[src/rtl/wrlm_pkg.sv]
// ----------------------------------------------------------------------------
// wrlm_pkg
// shared types and constants of the wildcard rule list matcher
// ----------------------------------------------------------------------------
`default_nettype none

package wrlm_pkg;

  localparam int NUM_RULES_DEF  = 4;
  localparam int RULE_BYTES_DEF = 8;
  localparam int RULE_SLOTS     = 4;
  localparam int ADDR_W         = 6;
  localparam int DATA_W         = 64;

  localparam logic [7:0] STAR_BYTE = 8'h2A;
  localparam logic [2:0] NO_MATCH  = 3'd4;

  // register index, taken from paddr bits above the 8-byte offset
  localparam logic [2:0] REG_RULE_BYTES_0 = 3'd0;
  localparam logic [2:0] REG_RULE_BYTES_1 = 3'd1;
  localparam logic [2:0] REG_RULE_BYTES_2 = 3'd2;
  localparam logic [2:0] REG_RULE_BYTES_3 = 3'd3;
  localparam logic [2:0] REG_RULE_LENGTHS = 3'd4;
  localparam logic [2:0] REG_NEGATE_MASK  = 3'd5;

  typedef struct packed {
    logic [7:0] name_byte;
    logic       byte_present;
    logic       is_last;
  } name_word_t;

  typedef struct packed {
    logic       accepted;
    logic [2:0] deciding_rule;
  } verdict_word_t;

  // what one cell hands to the next
  typedef struct packed {
    logic       valid;
    name_word_t word;
    logic       decided;
    logic       accepted;
    logic [2:0] rule;
  } stage_t;

endpackage

`default_nettype wire

[src/rtl/wrlm_regs.sv]
// ----------------------------------------------------------------------------
// wrlm_regs
// configuration registers behind the apb-style port
// ----------------------------------------------------------------------------
`default_nettype none

module wrlm_regs (
  input  wire logic                                        clk,
  input  wire logic                                        rst,
  input  wire logic                                        psel,
  input  wire logic                                        penable,
  input  wire logic                                        pwrite,
  input  wire logic [wrlm_pkg::ADDR_W-1:0]                 paddr,
  input  wire logic [wrlm_pkg::DATA_W-1:0]                 pwdata,
  output logic      [wrlm_pkg::DATA_W-1:0]                 prdata,
  output logic                                             pready,
  output logic      [wrlm_pkg::RULE_SLOTS-1:0][63:0]       rule_bytes,
  output logic      [15:0]                                 rule_lengths,
  output logic      [3:0]                                  rule_negate_mask
);
  import wrlm_pkg::*;

  logic [2:0] index;
  logic       wr_en;

  assign index  = paddr[ADDR_W-1:3];
  assign wr_en  = psel && penable && pwrite;
  assign pready = 1'b1;

  always_ff @(posedge clk) begin
    if (rst) begin
      rule_bytes       <= '0;
      rule_lengths     <= '0;
      rule_negate_mask <= '0;
    end else if (wr_en) begin
      case (index)
        REG_RULE_BYTES_0: rule_bytes[0]    <= pwdata;
        REG_RULE_BYTES_1: rule_bytes[1]    <= pwdata;
        REG_RULE_BYTES_2: rule_bytes[2]    <= pwdata;
        REG_RULE_BYTES_3: rule_bytes[3]    <= pwdata;
        REG_RULE_LENGTHS: rule_lengths     <= pwdata[15:0];
        REG_NEGATE_MASK:  rule_negate_mask <= pwdata[3:0];
        default: ;
      endcase
    end
  end

  always_comb begin
    case (index)
      REG_RULE_BYTES_0: prdata = rule_bytes[0];
      REG_RULE_BYTES_1: prdata = rule_bytes[1];
      REG_RULE_BYTES_2: prdata = rule_bytes[2];
      REG_RULE_BYTES_3: prdata = rule_bytes[3];
      REG_RULE_LENGTHS: prdata = {48'd0, rule_lengths};
      REG_NEGATE_MASK:  prdata = {60'd0, rule_negate_mask};
      default:          prdata = '0;
    endcase
  end

endmodule

`default_nettype wire

[src/rtl/wrlm_cell.sv]
// ----------------------------------------------------------------------------
// wrlm_cell
// one rule: holds its match column and passes the word on to the next cell
// ----------------------------------------------------------------------------
`default_nettype none

module wrlm_cell #(
  parameter int         RULE_BYTES = wrlm_pkg::RULE_BYTES_DEF,
  parameter logic [2:0] RULE_IDX   = 3'd0
) (
  input  wire logic                      clk,
  input  wire logic                      rst,
  input  wire logic                      advance,
  input  wire wrlm_pkg::stage_t          stage_in,
  output wrlm_pkg::stage_t               stage_out,
  input  wire logic [8*RULE_BYTES-1:0]   pattern,
  input  wire logic [3:0]                len_raw,
  input  wire logic                      negate
);
  import wrlm_pkg::*;

  localparam int COL_W = RULE_BYTES + 1;
  localparam int LEN_W = $clog2(COL_W);

  logic [COL_W-1:0] column;
  logic             start;

  logic [3:0]       len_c;
  logic [LEN_W-1:0] len;
  logic [COL_W-1:0] col_init;
  logic [COL_W-1:0] col_base;
  logic [COL_W-1:0] col_new;
  logic             matched;
  stage_t           stage_next;

  assign len_c = (len_raw > 4'(RULE_BYTES)) ? 4'(RULE_BYTES) : len_raw;
  assign len   = len_c[LEN_W-1:0];

  always_comb begin
    // leading stars all match the empty prefix
    col_init    = '0;
    col_init[0] = 1'b1;
    for (int i = 0; i < RULE_BYTES; i++) begin
      col_init[i+1] = col_init[i] && (i < int'(len)) && (pattern[8*i +: 8] == STAR_BYTE);
    end

    col_base = start ? col_init : column;

    col_new = col_base;
    if (stage_in.word.byte_present) begin
      col_new = '0;
      for (int i = 0; i < RULE_BYTES; i++) begin
        if (i < int'(len)) begin
          if (pattern[8*i +: 8] == STAR_BYTE) begin
            col_new[i+1] = col_base[i] | col_base[i+1] | col_new[i];
          end else begin
            col_new[i+1] = (pattern[8*i +: 8] == stage_in.word.name_byte) & col_base[i];
          end
        end
      end
    end

    matched = (len != '0) && col_new[len];

    stage_next = stage_in;
    if (!stage_in.decided && matched) begin
      stage_next.decided  = 1'b1;
      stage_next.accepted = !negate;
      stage_next.rule     = RULE_IDX;
    end
  end

  always_ff @(posedge clk) begin
    if (rst) begin
      stage_out.valid <= 1'b0;
      start           <= 1'b1;
    end else if (advance) begin
      stage_out.valid <= stage_in.valid;
      if (stage_in.valid) begin
        if (stage_in.word.is_last) begin
          start <= 1'b1;
        end else if (stage_in.word.byte_present) begin
          start <= 1'b0;
        end
      end
    end
    if (advance) begin
      stage_out.word     <= stage_next.word;
      stage_out.decided  <= stage_next.decided;
      stage_out.accepted <= stage_next.accepted;
      stage_out.rule     <= stage_next.rule;
      if (stage_in.valid) begin
        column <= col_new;
      end
    end
  end

endmodule

`default_nettype wire

[src/rtl/wildcard_rule_list_matcher_top.sv]
// path: a last word passes the register of every rule cell and then the output
//   register before its verdict word shows on the output
// throughput: one name word per cycle while the row is not stopped, set by the
//   row of rule cells that the word walks through, one cell per cycle
// the row stops only while a finished verdict waits and the next last word
//   has reached the end of the row
// reset (synchronous, active high): registers cleared, row empty, every cell
//   at the start of a name
// ----------------------------------------------------------------------------
// wildcard_rule_list_matcher_top
// checks a name, one byte per word, against an ordered list of wildcard rules
// ----------------------------------------------------------------------------
`default_nettype none

module wildcard_rule_list_matcher_top #(
  parameter int NUM_RULES  = wrlm_pkg::NUM_RULES_DEF,
  parameter int RULE_BYTES = wrlm_pkg::RULE_BYTES_DEF
) (
  input  wire logic                          clk,
  input  wire logic                          rst,
  // name words in
  input  wire logic                          name_valid,
  output logic                               name_stall,
  input  wire wrlm_pkg::name_word_t          name_word,
  // verdict words out
  output logic                               verdict_valid,
  input  wire logic                          verdict_stall,
  output wrlm_pkg::verdict_word_t            verdict_word,
  // configuration
  input  wire logic                          psel,
  input  wire logic                          penable,
  input  wire logic                          pwrite,
  input  wire logic [wrlm_pkg::ADDR_W-1:0]   paddr,
  input  wire logic [wrlm_pkg::DATA_W-1:0]   pwdata,
  output logic      [wrlm_pkg::DATA_W-1:0]   prdata,
  output logic                               pready
);
  import wrlm_pkg::*;

  // rules past the register slots do not exist
  localparam int ACTIVE = (NUM_RULES < RULE_SLOTS) ? NUM_RULES : RULE_SLOTS;

  logic [RULE_SLOTS-1:0][63:0] rule_bytes;
  logic [15:0]                 rule_lengths;
  logic [3:0]                  rule_negate_mask;

  wrlm_regs u_regs (
    .clk              (clk),
    .rst              (rst),
    .psel             (psel),
    .penable          (penable),
    .pwrite           (pwrite),
    .paddr            (paddr),
    .pwdata           (pwdata),
    .prdata           (prdata),
    .pready           (pready),
    .rule_bytes       (rule_bytes),
    .rule_lengths     (rule_lengths),
    .rule_negate_mask (rule_negate_mask)
  );

  // stage[k] feeds cell k, stage[ACTIVE] is the end of the row
  stage_t stage [ACTIVE+1];
  logic   advance;
  stage_t tail;

  assign tail = stage[ACTIVE];

  // the whole row moves together; it holds only when a verdict is waiting
  // and the word at the end would need the output register too
  assign advance    = !(verdict_valid && verdict_stall && tail.valid && tail.word.is_last);
  assign name_stall = !advance;

  // head of the row: nothing decided yet, default is accept with no rule
  always_comb begin
    stage[0].valid    = name_valid;
    stage[0].word     = name_word;
    stage[0].decided  = 1'b0;
    stage[0].accepted = 1'b1;
    stage[0].rule     = NO_MATCH;
  end

  for (genvar k = 0; k < ACTIVE; k++) begin : g_cell
    wrlm_cell #(
      .RULE_BYTES (RULE_BYTES),
      .RULE_IDX   (3'(k))
    ) u_cell (
      .clk       (clk),
      .rst       (rst),
      .advance   (advance),
      .stage_in  (stage[k]),
      .stage_out (stage[k+1]),
      .pattern   (rule_bytes[k][8*RULE_BYTES-1:0]),
      .len_raw   (rule_lengths[4*k +: 4]),
      .negate    (rule_negate_mask[k])
    );
  end

  // output register: a verdict word leaves only for a last name word
  always_ff @(posedge clk) begin
    if (rst) begin
      verdict_valid <= 1'b0;
    end else if (advance && tail.valid && tail.word.is_last) begin
      verdict_valid <= 1'b1;
    end else if (!verdict_stall) begin
      verdict_valid <= 1'b0;
    end
  end

  always_ff @(posedge clk) begin
    if (advance && tail.valid && tail.word.is_last) begin
      verdict_word.accepted      <= tail.accepted;
      verdict_word.deciding_rule <= tail.rule;
    end
  end

  // a verdict with no deciding rule is always an accept
  a_default_accept: assert property (@(posedge clk) disable iff (rst)
    verdict_valid && (verdict_word.deciding_rule == NO_MATCH) |-> verdict_word.accepted)
    else $error("no-match verdict rejects");

  // the deciding rule is a real rule or the no-match code
  a_rule_range: assert property (@(posedge clk) disable iff (rst)
    verdict_valid |-> (verdict_word.deciding_rule < 3'(ACTIVE)) ||
                      (verdict_word.deciding_rule == NO_MATCH))
    else $error("deciding rule out of range");

  // input is held off only behind a waiting verdict
  a_stall_cause: assert property (@(posedge clk) disable iff (rst)
    name_stall |-> verdict_valid && verdict_stall)
    else $error("input stalled without a blocked verdict");

  // a last word that leaves the row shows up as a verdict
  a_last_delivered: assert property (@(posedge clk) disable iff (rst)
    advance && tail.valid && tail.word.is_last |=> verdict_valid)
    else $error("verdict lost");

endmodule

`default_nettype wire

[config.mk]
export PLATFORM = sky130hd
export DESIGN_NAME = wildcard_rule_list_matcher_top
export DESIGN_NICKNAME = d
export VERILOG_FILES = /design/src/rtl/wrlm_pkg.sv /design/src/rtl/wrlm_regs.sv /design/src/rtl/wrlm_cell.sv /design/src/rtl/wildcard_rule_list_matcher_top.sv
export SDC_FILE = /design/constraint.sdc
export NUM_CORES = 1
export LEC_CHECK = 0
export ABC_AREA = 1
export CORE_ASPECT_RATIO = 1.1
export CORE_MARGIN = 2
export CORE_UTILIZATION = 55
export DETAILED_ROUTE_END_ITERATION = 10
export DONT_BUFFER_PORTS = 1
export PLACE_DENSITY_LB_ADDON = 0.2
export SLEW_MARGIN = 40
export SYNTH_ARGS = -nofsm -noshare
export SYNTH_HDL_FRONTEND = slang
export SYNTH_SLANG_ARGS = --single-unit
[constraint.sdc]
create_clock -name clk -period 4.5 [get_ports clk]
set_input_delay 0 -clock clk [delete_from_list [all_inputs] [get_ports clk]]
set_output_delay 0 -clock clk [all_outputs]
set_load 0.02 [all_outputs]
==> run metrics <==
status=complete, no violations; pin count of the biggest net entering global routing=137; Crit-path slowest cell=dfxtp_1; PD cells=335 nW/um^2; port bufs=0; DIE AREA=38600 um^2; Synth Net Count=2925; CTS H-Tree Depth=2; warnings from Yosys=0; fin crit period=around 3.6 ns; Initial Util=0.561; critical-path maximum fanout=4; CP Class=reg -> reg; Cell Area, Placed=~21000 um^2; Leak=between 9 and 10 nW; total power=~0.0077 W; sequential area share after synthesis=0.408; Die Y=206 um; GR Overflow Total=0; WL final=87400 um; IR drop worst, VDD=about 0.29 mV; TNS Setup=0 ns; hold depth=6; Placer Congestion=1.02; CP cell instances=inv_1 > nand4_1 > nor3_1 > buf_4 > nand4_1 > o21ai_1 > buf_4 > nand4_1 > o21ai_0 > nand2_1 > nand2_1 > nand2_1 > nand3b_1 > nand2_1 > a21oi_2 > nand2_1 > nand2_1 > nand2_1; initial antenna violation count=1; Final Skew=between 0.02 and 0.025 ns; crit path launch type=flip-flop; Final ANT Viol Nets=0; num rows=73; Final setup viols=0; Area Overhead vs Synth=12.9%; clock tree buffer depth=3; number of DRC markers in iteration 0=around 2800; clock-pin transition on the worst setup and hold timing paths=roughly 0.07 ns; crit path DAT=about 4 ns; Net count, final=~3000; Avg Inst Size Synth=around 7 um^2; top_reg_cell synth=dfxtp_1; CTS Hold Bufs=between 80 and 90; Mapped Cells=2838; Num CTS Buffers=between 40 and 50; Final Worst Setup Slack=just over 0.9 ns; max-slew violations=0; CP Capture Type=flip-flop; Hold Crit Class=in -> reg; # clock sinks=around 370; Final period util=0.797; library cells used by synthesis=between 50 and 60; number of synthesized flops with an enable pin=between 80 and 90; routed vias/inst=roughly 6.3; CTS root buffer=clkbuf_16; final std cells w/o fill=approximately 3400; share of cells above drive strength 1=0.0708; Slew headroom=0.411; final instance area=23000 um^2; register bit total from synthesis=~370; wire per inst=around 26 um; clock latency on the worst-skew pair=between 0.5 and 0.6 ns; Post-DP HPWL=~62000 um; Hold Fails Final Rpt=0; vias in the first global route=19400; core area=roughly 36000 um^2; iteration count of the initial detailed-routing pass=7; max incr delay on CP=between 0.3 and 0.4 ns; f_max=between 200 and 300 MHz; first-pass GRT wire length=~130000 um; Ports=between 150 and 200; cell depth of the worst flop-to-flop path=18; most frequent cells in the layout=nand2_1 (528), nor2_1 (317), o21ai_0 (317); async set or reset register ratio after synthesis=0; Die X=around 190 um; CTS tree=yes; CTS resizes=0; Via Count=around 21000; max_cap viols=0; placed cell count=approximately 3200; post-synth design cell area=approximately 20000 um^2; Worst-Margin Slew=about 0.9 ns; pre-CTS setup slack=1.11 ns; Post-CTS Setup Bufs=0; overall routing resource usage=0.446; leading cell type in the layout, fill and taps excluded=nand2_1; # DRC=0; RSZ-0062 raised after global routing=false; CP required=between 4 and 5 ns; CP most frequent cell=nand2_1
-- metrics by stage --
stage,hold WS [ns],util
6_report,0.0448,0.633
4_1_cts,0.0247,0.632
5_1_grt,0.101,0.633
3_5_place_dp,0.0780,0.572
2_1_floorplan,0.0691,-
3_3_place_gp,0.0736,0.571
-- worst paths after layout --
| kind | startpoint | to | slack [ns] |
|---|---|---|---|
| worst max-delay path | u_regs.rule_bytes[90] | g_cell[1].u_cell.stage_out[3] | 0.91 |
| worst min-delay path | paddr[5] | u_regs.rule_negate_mask[0] | 0.04 |
| worst max register to register | u_regs.rule_bytes[90] | g_cell[1].u_cell.stage_out[3] | 0.91 |
| worst min register to register | g_cell[3].u_cell.stage_out[0] | verdict_word[0] | 0.43 |
-- synthesized netlist by cell type, drive strengths merged (6+ instances only) --
cell	n	area share
a21oi	249	0.062
dfxtp	285	0.28
nor2	332	0.063
xnor2	46	0.020
nor4	50	0.015
o221ai	39	0.017
a221oi	8	0.0034
or2	7	0.0023
inv	316	0.058
edfxtp	87	0.13
o211ai	9	0.0033
nand3	68	0.017
nor3	40	0.010
nand4	69	0.021
o22ai	20	0.0061
xor2	101	0.043
nand2	543	0.10
nand3b	7	0.0032
o21ai	329	0.082
a22oi	45	0.017
buf	40	0.012
o31ai	6	0.0027
clkbuf	112	0.021
-- layout make-up --
| type | count | area, um^2 |
|---|---|---|
| Fill cell | 3332 | 13300 |
| Sequential cell | 372 | 8320 |
| Antenna cell | 2 | 5.00 |
| Timing Repair Buffer | 134 | 1220 |
| Multi-Input combinational cell | 1993 | 10300 |
| Inverter | 321 | 1220 |
| Clock inverter | 24 | 201 |
| Clock buffer | 52 | 1160 |
| Tap cell | 487 | 609 |
-- sequential cells by signal, indices dropped and copies added (netlist names) --
register	flops
verdict_valid	1
g_cell.u_cell.start	4
u_regs.rule_lengths	16
verdict_word	4
u_regs.rule_bytes	256
g_cell.u_cell.stage_out	51
g_cell.u_cell.column	36
u_regs.rule_negate_mask	4
-- critical path, delay by kind of cell (launching register included) --
kind | cells | cell delay, ns
buffers and inverters | 3 | 0.50
flip-flops | 1 | 0.31
AO/OA/AOI/OAI | 3 | 0.71
AND/OR/NAND/NOR | 12 | 1.80
-- cell families (layout without fill, tap and decap cells) --
family,Yosys count,count (layout),synth area share
AND/OR/NAND/NOR,1121,1121,0.237
flip-flops,372,372,0.408
AO/OA/AOI/OAI,724,724,0.201
buffers and inverters,473,531,0.0914
XOR/XNOR,147,147,0.0632
other,1,3,0.000184
-- power breakdown --
| group | switching, W | internal, W |
|---|---|---|
| Clock | 0.00146 | 0.00200 |
| Sequential | 0.0000872 | 0.00348 |
| Combinational | 0.000461 | 0.000210 |
-- layer usage --
metal,GRT usage,vias up,share of wire
met3,0.109,379,0.12
met2,0.676,1388,0.42
met4,0.346,2,0.092
met5,0,-,0.00016
li1,-,9577,-
met1,0.549,9877,0.37
No activity file was read; power rests on OpenSTA's default activity.
